File: src/design/utf8_stream_validator_defines.svh
// Assertion macros shared by the validator RTL
`ifndef UTF8_STREAM_VALIDATOR_DEFINES_SVH
`define UTF8_STREAM_VALIDATOR_DEFINES_SVH

// same-cycle implication, disabled while reset is asserted
`define UTFV_ASSERT_NOW(label, clk, rst_n, ante, cons, msg) \
    label: assert property (@(posedge clk) disable iff (!rst_n) (ante) |-> (cons)) \
        else $error(msg);

// next-cycle implication, disabled while reset is asserted
`define UTFV_ASSERT_NEXT(label, clk, rst_n, ante, cons, msg) \
    label: assert property (@(posedge clk) disable iff (!rst_n) (ante) |=> (cons)) \
        else $error(msg);

`endif

File: src/design/utfv_pkg.sv
// Types and constants of the UTF-8 stream validator
package utfv_pkg;

    localparam int unsigned CODE_W = 21;

    localparam logic [CODE_W-1:0] C_MIN_2BYTE  = 21'h00_0080;
    localparam logic [CODE_W-1:0] C_MIN_3BYTE  = 21'h00_0800;
    localparam logic [CODE_W-1:0] C_MIN_4BYTE  = 21'h01_0000;
    localparam logic [CODE_W-1:0] C_MAX_CODE   = 21'h10_FFFF;
    localparam logic [CODE_W-1:0] C_SURR_LO    = 21'h00_D800;
    localparam logic [CODE_W-1:0] C_SURR_HI    = 21'h00_DFFF;

    localparam logic [7:0] C_ASCII_LIMIT = 8'h80;
    localparam logic [7:0] C_LEAD2_MASK  = 8'hE0;
    localparam logic [7:0] C_LEAD2_VAL   = 8'hC0;
    localparam logic [7:0] C_LEAD3_MASK  = 8'hF0;
    localparam logic [7:0] C_LEAD3_VAL   = 8'hE0;
    localparam logic [7:0] C_LEAD4_MASK  = 8'hF8;
    localparam logic [7:0] C_LEAD4_VAL   = 8'hF0;
    localparam logic [7:0] C_CONT_MASK   = 8'hC0;
    localparam logic [7:0] C_CONT_VAL    = 8'h80;
    localparam logic [7:0] C_CONT_BITS   = 8'h3F;
    localparam logic [7:0] C_LEAD2_BITS  = 8'h1F;
    localparam logic [7:0] C_LEAD3_BITS  = 8'h0F;
    localparam logic [7:0] C_LEAD4_BITS  = 8'h07;

    typedef struct packed {
        logic [7:0] data_byte;
        logic       has_byte;
        logic       end_of_string;
    } t_in_item;

    typedef struct packed {
        logic [1:0]        bytes_pending;
        logic [1:0]        sequence_length;
        logic [CODE_W-1:0] partial_code;
        logic              error_seen;
    } t_state;

endpackage

File: src/design/utfv_stream_if.sv
// Valid/ready channel interfaces for the validator input and result streams
interface utfv_in_if;
    logic       valid;
    logic       ready;
    logic [7:0] data_byte;
    logic       has_byte;
    logic       end_of_string;

    modport source (output valid, output data_byte, output has_byte,
                    output end_of_string, input ready);
    modport sink   (input valid, input data_byte, input has_byte,
                    input end_of_string, output ready);
endinterface

interface utfv_out_if;
    logic valid;
    logic ready;
    logic is_valid;

    modport source (output valid, output is_valid, input ready);
    modport sink   (input valid, input is_valid, output ready);
endinterface

File: src/design/utfv_step.sv
// Per-byte decode step: next running state and verdict for one item
module utfv_step (
    input  utfv_pkg::t_state   i_state,
    input  utfv_pkg::t_in_item i_item,
    output utfv_pkg::t_state   o_state,
    output logic               o_is_valid
);
    import utfv_pkg::*;

    t_state            n_state;
    logic [CODE_W-1:0] code;
    logic [7:0]        c;
    logic              bad_code;

    always_comb begin
        c        = i_item.data_byte;
        n_state  = i_state;
        code     = {i_state.partial_code[CODE_W-7:0], c[5:0]};
        bad_code = ((i_state.sequence_length == 2'd1) && (code < C_MIN_2BYTE)) ||
                   ((i_state.sequence_length == 2'd2) && (code < C_MIN_3BYTE)) ||
                   ((i_state.sequence_length == 2'd3) && (code < C_MIN_4BYTE)) ||
                   (code > C_MAX_CODE) ||
                   ((code >= C_SURR_LO) && (code <= C_SURR_HI));

        if (i_item.has_byte && !i_state.error_seen) begin
            if (i_state.bytes_pending == 2'd0) begin
                if (c == 8'h00) begin
                    n_state.error_seen = 1'b1;
                end else if (c < C_ASCII_LIMIT) begin
                    n_state = i_state;
                end else if ((c & C_LEAD2_MASK) == C_LEAD2_VAL) begin
                    n_state.bytes_pending   = 2'd1;
                    n_state.sequence_length = 2'd1;
                    n_state.partial_code    = CODE_W'(c & C_LEAD2_BITS);
                end else if ((c & C_LEAD3_MASK) == C_LEAD3_VAL) begin
                    n_state.bytes_pending   = 2'd2;
                    n_state.sequence_length = 2'd2;
                    n_state.partial_code    = CODE_W'(c & C_LEAD3_BITS);
                end else if ((c & C_LEAD4_MASK) == C_LEAD4_VAL) begin
                    n_state.bytes_pending   = 2'd3;
                    n_state.sequence_length = 2'd3;
                    n_state.partial_code    = CODE_W'(c & C_LEAD4_BITS);
                end else begin
                    n_state.error_seen = 1'b1;
                end
            end else if ((c & C_CONT_MASK) != C_CONT_VAL) begin
                n_state.error_seen = 1'b1;
            end else begin
                n_state.partial_code  = code;
                n_state.bytes_pending = i_state.bytes_pending - 2'd1;
                if (n_state.bytes_pending == 2'd0) begin
                    // sequence complete: range, overlong and surrogate checks
                    if (bad_code) begin
                        n_state.error_seen = 1'b1;
                    end
                    n_state.sequence_length = 2'd0;
                    n_state.partial_code    = '0;
                end
            end
        end

        o_is_valid = !n_state.error_seen && (n_state.bytes_pending == 2'd0);
        o_state    = i_item.end_of_string ? t_state'('0) : n_state;
    end

endmodule

File: src/design/utf8_stream_validator.sv
// UTF-8 stream validator top level
//
//  channel   dir  payload                                 transfer
//  i_in      in   data_byte[7:0], has_byte, end_of_string  valid && ready
//  o_out     out  is_valid                                 valid && ready
//
// One byte per cycle unless a closing item waits on a held verdict; a verdict leaves
// through the input register, then the result register. The decode step is shallow
// logic on the running state held between the two registers.
// Reset is synchronous, active low, and clears all control and running state.
// A verdict waiting on o_out stalls a closing item and all items behind it; others flow.
`include "utf8_stream_validator_defines.svh"

module utf8_stream_validator (
    input  logic        i_clk,
    input  logic        i_rst_n,
    utfv_in_if.sink     i_in,
    utfv_out_if.source  o_out
);
    import utfv_pkg::*;

    logic     r_in_valid;
    t_in_item r_in;
    t_state   r_state;
    logic     r_out_valid;
    logic     r_out_is_valid;

    t_state   n_state;
    logic     n_is_valid;
    logic     advance;
    logic     out_free;

    utfv_step u_step (
        .i_state    (r_state),
        .i_item     (r_in),
        .o_state    (n_state),
        .o_is_valid (n_is_valid)
    );

    assign out_free    = !r_out_valid || o_out.ready;
    assign advance     = r_in_valid && (!r_in.end_of_string || out_free);
    assign i_in.ready  = !r_in_valid || advance;
    assign o_out.valid = r_out_valid;
    assign o_out.is_valid = r_out_is_valid;

    always_ff @(posedge i_clk) begin
        if (!i_rst_n) begin
            r_in_valid  <= 1'b0;
            r_state     <= '0;
            r_out_valid <= 1'b0;
        end else begin
            if (i_in.valid && i_in.ready) begin
                r_in_valid <= 1'b1;
            end else if (advance) begin
                r_in_valid <= 1'b0;
            end

            if (advance) begin
                r_state <= n_state;
            end

            if (advance && r_in.end_of_string) begin
                r_out_valid <= 1'b1;
            end else if (o_out.ready) begin
                r_out_valid <= 1'b0;
            end
        end
    end

    // payload registers, no reset
    always_ff @(posedge i_clk) begin
        if (i_in.valid && i_in.ready) begin
            r_in.data_byte     <= i_in.data_byte;
            r_in.has_byte      <= i_in.has_byte;
            r_in.end_of_string <= i_in.end_of_string;
        end
        if (advance && r_in.end_of_string) begin
            r_out_is_valid <= n_is_valid;
        end
    end

    `UTFV_ASSERT_NEXT(a_verdict_loaded, i_clk, i_rst_n,
        advance && r_in.end_of_string, r_out_valid && r_state == t_state'('0),
        "closing item did not load a verdict and clear state")

    `UTFV_ASSERT_NEXT(a_held_item_kept, i_clk, i_rst_n,
        r_in_valid && !advance, r_in_valid && $stable(r_in),
        "stalled input register lost its item")

    `UTFV_ASSERT_NOW(a_pending_le_len, i_clk, i_rst_n,
        r_state.bytes_pending != 2'd0,
        r_state.sequence_length >= r_state.bytes_pending,
        "more continuation bytes pending than the sequence holds")

    `UTFV_ASSERT_NEXT(a_state_held, i_clk, i_rst_n,
        !advance, $stable(r_state),
        "running state changed without an item")

endmodule

File: src/flat_wrapper.sv
// flat-port wrapper written by rule: the top's interface ports become plain ports
module utf8_stream_validator_flat import utfv_pkg::*;
  (i_clk, i_rst_n, i_in_valid, i_in_data_byte, i_in_has_byte, i_in_end_of_string, i_in_ready, o_out_valid, o_out_is_valid, o_out_ready);
  utfv_in_if i_in_i ();
  utfv_out_if o_out_i ();
  input  logic i_clk;
  input  logic i_rst_n;
  input wire logic [$bits(i_in_i.valid)-1:0] i_in_valid;
  input wire logic [$bits(i_in_i.data_byte)-1:0] i_in_data_byte;
  input wire logic [$bits(i_in_i.has_byte)-1:0] i_in_has_byte;
  input wire logic [$bits(i_in_i.end_of_string)-1:0] i_in_end_of_string;
  output wire logic [$bits(i_in_i.ready)-1:0] i_in_ready;
  output wire logic [$bits(o_out_i.valid)-1:0] o_out_valid;
  output wire logic [$bits(o_out_i.is_valid)-1:0] o_out_is_valid;
  input wire logic [$bits(o_out_i.ready)-1:0] o_out_ready;
  assign i_in_i.valid = i_in_valid;
  assign i_in_i.data_byte = i_in_data_byte;
  assign i_in_i.has_byte = i_in_has_byte;
  assign i_in_i.end_of_string = i_in_end_of_string;
  assign i_in_ready = i_in_i.ready;
  assign o_out_valid = o_out_i.valid;
  assign o_out_is_valid = o_out_i.is_valid;
  assign o_out_i.ready = o_out_ready;
  utf8_stream_validator u_core (.i_clk(i_clk), .i_rst_n(i_rst_n), .i_in(i_in_i), .o_out(o_out_i));
endmodule
File: config.mk
export PLATFORM = sky130hd
export DESIGN_NAME = utf8_stream_validator_flat
export DESIGN_NICKNAME = d
export VERILOG_FILES = /design/src/design/utfv_pkg.sv /design/src/design/utfv_stream_if.sv /design/src/design/utfv_step.sv /design/src/design/utf8_stream_validator.sv /design/src/flat_wrapper.sv
export VERILOG_INCLUDE_DIRS = /design/src /design/src/design
export SDC_FILE = /design/constraint.sdc
export NUM_CORES = 1
export LEC_CHECK = 0
export BUFFER_PORTS_ARGS = -buffer_cell sky130_fd_sc_hd__buf_2
export CAP_MARGIN = 40
export CORE_AREA = 2 2 98 62
export CTS_BUF_LIST = sky130_fd_sc_hd__clkbuf_4 sky130_fd_sc_hd__clkbuf_8
export DETAILED_ROUTE_END_ITERATION = 10
export DIE_AREA = 0 0 100 64
export HOLD_SLACK_MARGIN = 0.02
export PLACE_DENSITY_LB_ADDON = 0.3
export REMOVE_ABC_BUFFERS = 1
export SYNTH_ARGS = -nofsm -noshare
export SYNTH_HDL_FRONTEND = slang
export SYNTH_HIERARCHICAL = 1
export SYNTH_SLANG_ARGS = --single-unit
File: constraint.sdc
create_clock -name i_clk -period 4.6 [get_ports i_clk]
set_input_delay 0.46 -clock i_clk [delete_from_list [all_inputs] [get_ports i_clk]]
set_output_delay 0.46 -clock i_clk [all_outputs]
set_load 0.03 [all_outputs]
==> impl_metrics.yaml, run 1 <==
routing:
  ant_nets: 0
  vias: 1776
  drt-initial-drc-count: 163
  wirelength_um: 4632
  drc: 0
  viasPerCell: 5.448
  wire_per_inst_um: 14.21
  drtPass1Iterations: 4
setup_path:
  critical-path-slowest-cell: "or3b_1"
  arrival_ps: 2420
  path_class: "flip-flop to flip-flop"
  cp-start-kind: "flip-flop"
  worstPathCellList: "inv_1 -> ha_1 -> or3b_1 -> nor3_4 -> nand2_1 -> a21oi_1 -> nand2_1 -> mux2i_1"
  cpPeakStageDelay_ps: 540
  end_kind: "flip-flop"
  crit_top_cell: "nand2_1"
  cp_max_fo: 14
  worstPathRequired_ps: 4820
cts:
  cts_tree: "built"
  cts_sinks: 33
  post_cts_buffers: 0
  ctsHoldBuffers: 0
  clock_latency_ps: 290
  cts_max_path_buffers: 2
  clockRootBuffer: "clkbuf_8"
  clk_pin_slew_worst_paths_ps: 70
  numCtsBuffers: 5
  h-tree-depth: 2
  cts.repair.resized: 0
placement:
  place_area_sq_mm: 0.002157
  port_buffers: 16
  dpl_worst_slack_ps: 2431
  dpl.cell_count: 318
  hpwl_um: 3221
  gp_congestion: 0.8203
global_routing:
  grt-ovfl-total: 0
  track_usage: 0.1547
  grt_max_degree: 43
  antenna_found_initial: 0
  grt_pass1_wl_um: 7665
  grt_pass1_vias: 1425
timing:
  setup-tns-final_ps: 0
  slew_headroom: 0.4592
  finalCritPeriodShare: 0.4800
  min_period_ps: 2208
  clock_skew_ps: 8.074
  slew_violations: 0
  timing.fmax_mhz: 452.9
  setup_violations: 0
  tightest_slew_ps: 811.2
  rsz0062_at_grt: "no"
  fin_ws_ps: 2392
  hold_viol_final: 0
die:
  row_count: 21
  core_area_sq_mm: 0.005465
  die_y_um: 64
  start_util: 0.3919
  io_pins: 17
  die_area_sq_mm: 0.006400
  die_w_um: 100
pwr:
  internal_power_mw: 0.4980
  combPwrFrac: 0.086
  swShare: 0.2399
  pwr_density_cell_mw_per_mm2: 288.8
  irDropWorstVdd_uv: 109.4
  power.switching_mw: 0.1572
  p_clk_frac: 0.423
  p_leak_nw: 0.7695
  p_seq_frac: 0.490
  total_power_mw: 0.6552
hold_path:
  hold_class: "input pin to flip-flop"
finish:
  stdcell_count: 326
  nFillCells: 557
  seqCellArea_sq_um: 770.7
  finalInstanceArea_sq_mm: 0.002268
  multi_input_area_sq_mm: 0.001179
  antennaDiodeCount: 0
  drive_above_1_share: 0.1362
  synthToLayoutAreaGrowth_pct: 5.900
  nets: 272
flow_run:
  max-cap-violations: 0
synth:
  synth_area_per_cell_sq_um: 8.433
  postSynthCellCount: 254
  yosysWarningCount: 6
  netlist_area_sq_mm: 0.002142
run_status:
  status: "complete, no violations"
[flip-flops by register name (all words and copies together) (netlist names)]
register / count
u_core/o_out.is_valid: 1
u_core/o_out.valid: 1
u_core/r_in: 10
u_core/r_in_valid: 1
u_core/r_state: 20
[layout make-up]
type / instances / area share
Tap cell: 69 / 0.03806
Clock buffer: 6 / 0.03365
Sequential cell: 33 / 0.3398
Clock inverter: 2 / 0.01544
Inverter: 7 / 0.01158
Timing Repair Buffer: 18 / 0.04192
Multi-Input combinational cell: 191 / 0.5196
[power groups by stage]
stage	Sequential (mW)	Combinational, mW	Clock [mW]
2_1_floorplan	0.325	0.0342	0
3_5_place_dp	0.327	0.0562	0
6_report	0.321	0.0566	0.277
4_1_cts	0.321	0.0564	0.283
5_1_grt	0.323	0.0625	0.302
3_3_place_gp	0.328	0.0561	0
[per-stage QoR]
step             util  hold WS (ps)
6_report       0.4151         338.7
3_3_place_gp   0.3947         463.4
2_1_floorplan       -         443.9
4_1_cts        0.4151         331.1
5_1_grt        0.4151         316.2
3_5_place_dp   0.3947         472.2
[cell usage in the layout (no fill, tap or decap), drive strengths merged, types with 3 or more instances in the layout]
master and n:
nand3 3, nor3 5, a21oi 16, nand2b 3
nand2 62, edfxtp 11, a21boi 3, inv 7
clkbuf 6, a31oi 3, dfxtp 22, nor2 4
mux2i 21, nor2b 7, buf 18, o21ai 18
and2 5
[worst max-delay path: cells and delay by family (launching register included)]
family	cells	cell delay [ps]
buf+inv	1	80
fa+ha+maj	1	350
mux	1	140
simple gates	4	1070
flops	1	350
compound gates	1	140
[metal layers]
layer	GRT usage	wire (um)	vias up
li1	-	-	900
met1	0.2668	2630	812
met2	0.1740	1655	59
met3	0.03939	300	5
met4	0.04110	46	0
met5	0	0	-
[final timing paths]
kind	start	to	slack (ps)	cells past startpoint
worst max-delay path	u_core/r_state[24]	u_core/r_state[15]	2390	8
worst min register to register	u_core/r_state[24]	u_core/r_state[24]	480	2
worst max register to register	u_core/r_state[24]	u_core/r_state[15]	2390	8
worst min-delay path	i_in_data_byte[7]	u_core/r_in[9]	340	1
(Power assumes the default switching activity.)
==> run 2, diff against run 1 <==
- ABC_AREA: unset -> 1
- CORE_AREA: 2 2 98 62 -> 2 2 100 64
- DIE_AREA: 0 0 100 64 -> 0 0 102 66
- clock period: 4.6 -> 2.1 ns (I/O delays scaled with it)
==> impl_metrics.yaml, run 2 <==
placement:
  dpl.cell_count: 412
  port_buffers: 16
  hpwl_um: 3727
  dpl_worst_slack_ps: 151.7
  gp_congestion: 0.8991
flow_run:
  max-cap-violations: 0
cts:
  clockRootBuffer: "clkbuf_8"
  h-tree-depth: 2
  cts_tree: "built"
  numCtsBuffers: 5
  cts_max_path_buffers: 2
  cts_sinks: 33
  clk_pin_slew_worst_paths_ps: 70
  clock_latency_ps: 290
finish:
  final_common_cell: "nand2_1"
  reg.largest.list: "u_core/r_state x20, u_core/r_in x10"
  drive_above_1_share: 0.1568
  largest_register: "u_core/r_state"
  nFillCells: 650
  largest_reg_flops: 20
  nets: 353
  mostFrequentLayoutCells: "63 x nand2_1, 51 x inv_1, 39 x nor2_1"
  synthToLayoutAreaGrowth_pct: 9.589
  antennaDiodeCount: 0
  stdcell_count: 422
setup_path:
  critical-path-slowest-cell: "dfxtp_1"
  worstPathRequired_ps: 2330
  critPathBufInv: 5
  crit_top_cell: "nand2_1"
  arrival_ps: 2100
  cp_top_family: "simple AND/OR/NAND/NOR gates"
  path_class: "flip-flop to flip-flop"
  end_kind: "flip-flop"
  cp-start-kind: "flip-flop"
  cpPeakStageDelay_ps: 380
  cp_max_fo: 11
  cp.depth: 14
  worstPathCellList: "inv_1 -> ha_2 -> inv_1 -> nand2_1 -> nand2_1 -> inv_2 -> o21ai_4 -> buf_12 -> nand2_1 -> a21oi_1 -> inv_1 -> nand3_1 -> nand2_1 -> nor2_1"
  reg2regPathDepth: 14
hold_path:
  hold_class: "input pin to flip-flop"
  whs_path_depth: 1
global_routing:
  antenna_found_initial: 0
  grtUsageMet3: 0.03911
  grt_max_degree: 43
  grt_pass1_wl_um: 8797
  grt_pass1_vias: 1819
  use_met2: 0.2459
  track_usage: 0.1668
  grt_util_met1: 0.2460
  grt-ovfl-total: 0
  top_usage_layer: "met1"
synth:
  yosysWarningCount: 6
  netlist_area_sq_mm: 0.002192
  synth_area_per_cell_sq_um: 6.704
  postSynthCellCount: 327
die:
  io_pins: 17
  row_count: 22
  die_y_um: 66
  start_util: 0.3756
  die_w_um: 102
  die_area_sq_mm: 0.006732
  core_area_sq_mm: 0.005836
timing:
  worst_hold_slack_ps: 95.51
  fin_ws_ps: 229.6
  slew_violations: 0
  timing.fmax_mhz: 534.7
  clock_skew_ps: 8.747
  setup_violations: 0
  setup-tns-final_ps: 0
  min_period_ps: 1870
  hold_viol_final: 0
  slew_headroom: 0.7120
  rsz0062_at_grt: "no"
  finalCritPeriodShare: 0.8906
  tightest_slew_ps: 432.1
routing:
  drtPass1Iterations: 4
  drt-initial-drc-count: 94
  vias: 2015
  viasPerCell: 4.775
  wirelength_um: 5283
  ant_nets: 0
  drc: 0
  wire_per_inst_um: 12.52
pwr:
  irDropWorstVdd_uv: 293.5
  p_leak_nw: 1.003
  pwr_density_cell_mw_per_mm2: 643.3
run_status:
  status: "complete, no violations"
run 2: layer usage:
| metal | part of all wire | wire length, um |
|---|---|---|
| met5 | 0 | 0 |
| met4 | 0.0040 | 21 |
| met3 | 0.057 | 299 |
| met2 | 0.40 | 2115 |
| met1 | 0.54 | 2846 |
run 2: final cells by class:
cell class              count  area, sq um  share of cell area
well taps                  84        105.1             0.04375
clock buffers               7        83.83             0.03490
repair buffers             22        137.6             0.05729
multi-input cells         223         1105              0.4599
clock inverters             1        5.005            0.002083
inverters                  52        195.2             0.08125
flip-flops and latches     33        770.7              0.3208
run 2: worst paths after layout:
kind	from	endpoint	slack [ps]
min	i_in_data_byte[3]	u_core/r_in[5]	100
max reg2reg	u_core/r_state[24]	u_core/r_state[6]	230
max	u_core/r_state[24]	u_core/r_state[6]	230
min reg2reg	u_core/r_state[25]	u_core/r_state[25]	530
run 2: per-stage QoR:
step	power [mW]	area, sq um	utilization
CTS	1.549	2374	0.4067
finish	1.545	2402	0.4117
detailed placement	1.046	2285	0.3915
global placement	1.041	2285	0.3915
floorplan	0.9597	2062	-
global route	1.635	2402	0.4117
run 2: power breakdown:
group          total (mW)  internal, mW  switching, mW
clock network       0.498         0.259          0.239
logic               0.307         0.115          0.192
registers           0.741         0.701         0.0406
total                1.55          1.07          0.471
run 2: what timing repair did:
item	in CTS	in global routing
gates resized for setup	0	1
setup buffers	0	1
hold buffers	0	0
setup endpoints to repair	0	11
==> run 3, diff against run 2 <==
- ABC_AREA: 1 -> unset
- CORE_AREA: 2 2 100 64 -> 2 2 98 62
- DIE_AREA: 0 0 102 66 -> 0 0 100 64
==> impl_metrics.yaml, run 3 (synthesis results as in run 1) <==
global_routing:
  grt_pass1_wl_um: 8335
  track_usage: 0.1720
  antenna_found_initial: 0
  grt_pass1_vias: 1627
  grt-ovfl-total: 0
  grt_max_degree: 43
timing:
  clock_skew_ps: 6.157
  slew_violations: 0
  rsz0062_at_grt: "no"
  setup-tns-final_ps: 0
  tightest_slew_ps: 704.9
  min_period_ps: 1949
  hold_viol_final: 0
  finalCritPeriodShare: 0.9282
  slew_headroom: 0.5300
  timing.fmax_mhz: 513.0
  setup_violations: 0
  worst_hold_slack_ps: 83.99
setup_path:
  reg2regPathDepth: 9
  path_class: "flip-flop to flip-flop"
  cp-start-kind: "flip-flop"
  end_kind: "flip-flop"
  cp_max_fo: 13
  arrival_ps: 2180
  worstPathRequired_ps: 2330
finish:
  nets: 284
  largest_reg_flops: 20
  synthToLayoutAreaGrowth_pct: 9.930
  final_common_cell: "nand2_1"
  finalInstanceArea_sq_mm: 0.002355
  stdcell_count: 338
  mostFrequentLayoutCells: "62 x nand2_1, 22 x dfxtp_1, 21 x mux2i_1"
  largest_register: "u_core/r_state"
  reg.largest.list: "u_core/r_state x20, u_core/r_in x10"
  drive_above_1_share: 0.1784
  final_util: 0.4309
  antennaDiodeCount: 0
cts:
  post_cts_buffers: 0
  clk_pin_slew_worst_paths_ps: 70
  clock_latency_ps: 300
  cts_max_path_buffers: 2
  cts_sinks: 33
  clockRootBuffer: "clkbuf_8"
  h-tree-depth: 2
  cts_tree: "built"
  numCtsBuffers: 5
routing:
  wire_per_inst_um: 14.82
  drt-initial-drc-count: 163
  drc: 0
  drtPass1Iterations: 4
  ant_nets: 0
  viasPerCell: 5.382
  vias: 1819
  wirelength_um: 5010
pwr:
  p_leak_nw: 0.8176
  pwr_density_cell_mw_per_mm2: 558.9
  irDropWorstVdd_uv: 310.5
die:
  row_count: 21
  die_y_um: 64
  die_w_um: 100
  io_pins: 17
  core_area_sq_mm: 0.005465
  start_util: 0.3919
  die_area_sq_mm: 0.006400
placement:
  hpwl_um: 3578
  port_buffers: 16
  gp_congestion: 0.8898
  place_area_sq_mm: 0.002260
  dpl.cell_count: 330
hold_path:
  whs_path_depth: 1
  hold_class: "input pin to flip-flop"
flow_run:
  max-cap-violations: 0
run_status:
  status: "complete, no violations"
==> run 3: changes by cell type in the layout (fill, tap and decap cells not counted), sizes merged, moves of 3 or more <==
cell / before / now
inv: 52 / 7
nor2: 45 / 4
a21oi: 42 / 16
nand3: 29 / 3
mux2i: 0 / 21
nand2: 72 / 62
buf: 22 / 30
nor2b: 0 / 7
and2: 0 / 5
nand2b: 0 / 3
==> run 3: timing repair <==
| action | CTS | global route |
|---|---|---|
| resized for setup | 0 | 3 |
| hold buffers | 0 | 0 |
| setup endpoints to repair | 0 | 14 |
==> run 3: area by class of cell <==
type | count | area (sq um)
multi-input combinational | 191 | 1192
fill | 543 | 3110
clock buffer | 5 | 68.82
clock inverter | 3 | 12.51
tap | 69 | 86.33
sequential | 33 | 770.7
timing repair buffer | 30 | 197.7
inverter | 7 | 26.28
==> run 3: per-layer routing <==
metal | track usage | part of all wire
met4 | 0.05651 | 0.014
met5 | 0 | 0
met1 | 0.2730 | 0.54
met2 | 0.2111 | 0.37
met3 | 0.05252 | 0.074
==> run 3: critical path, stage by stage, from the launching register on <==
cell	delay (ps)
dfxtp_1	360
inv_1	90
ha_1	230
buf_4	180
xnor2_1	170
o2111ai_1	180
a221oi_2	300
nor2b_1	160
nand2_1	60
mux2i_1	140
==> run 3: power breakdown <==
part	leakage, nW	switching, mW	internal (mW)
combinational	0.490	0.0925	0.0609
sequential	0.284	0.0137	0.676
clock	0.0430	0.249	0.223
total	0.818	0.356	0.960
==> run 3: path summary, 6_finish.rpt <==
kind	start	end	slack (ps)
max	u_core/r_state[24]	u_core/r_state[24]	150
min	i_in_data_byte[2]	u_core/r_in[4]	80
max reg2reg	u_core/r_state[24]	u_core/r_state[24]	150
min reg2reg	u_core/r_state[14]	u_core/r_state[14]	480
==> run 3: stage by stage <==
| step | power, mW | worst slack [ps] |
|---|---|---|
| floorplan | 0.7860 | 17.97 |
| global placement | 0.8548 | 204.8 |
| detailed placement | 0.8557 | 162.5 |
| CTS | 1.329 | 114.3 |
| global route | 1.386 | 14.74 |
| finish | 1.316 | 150.8 |
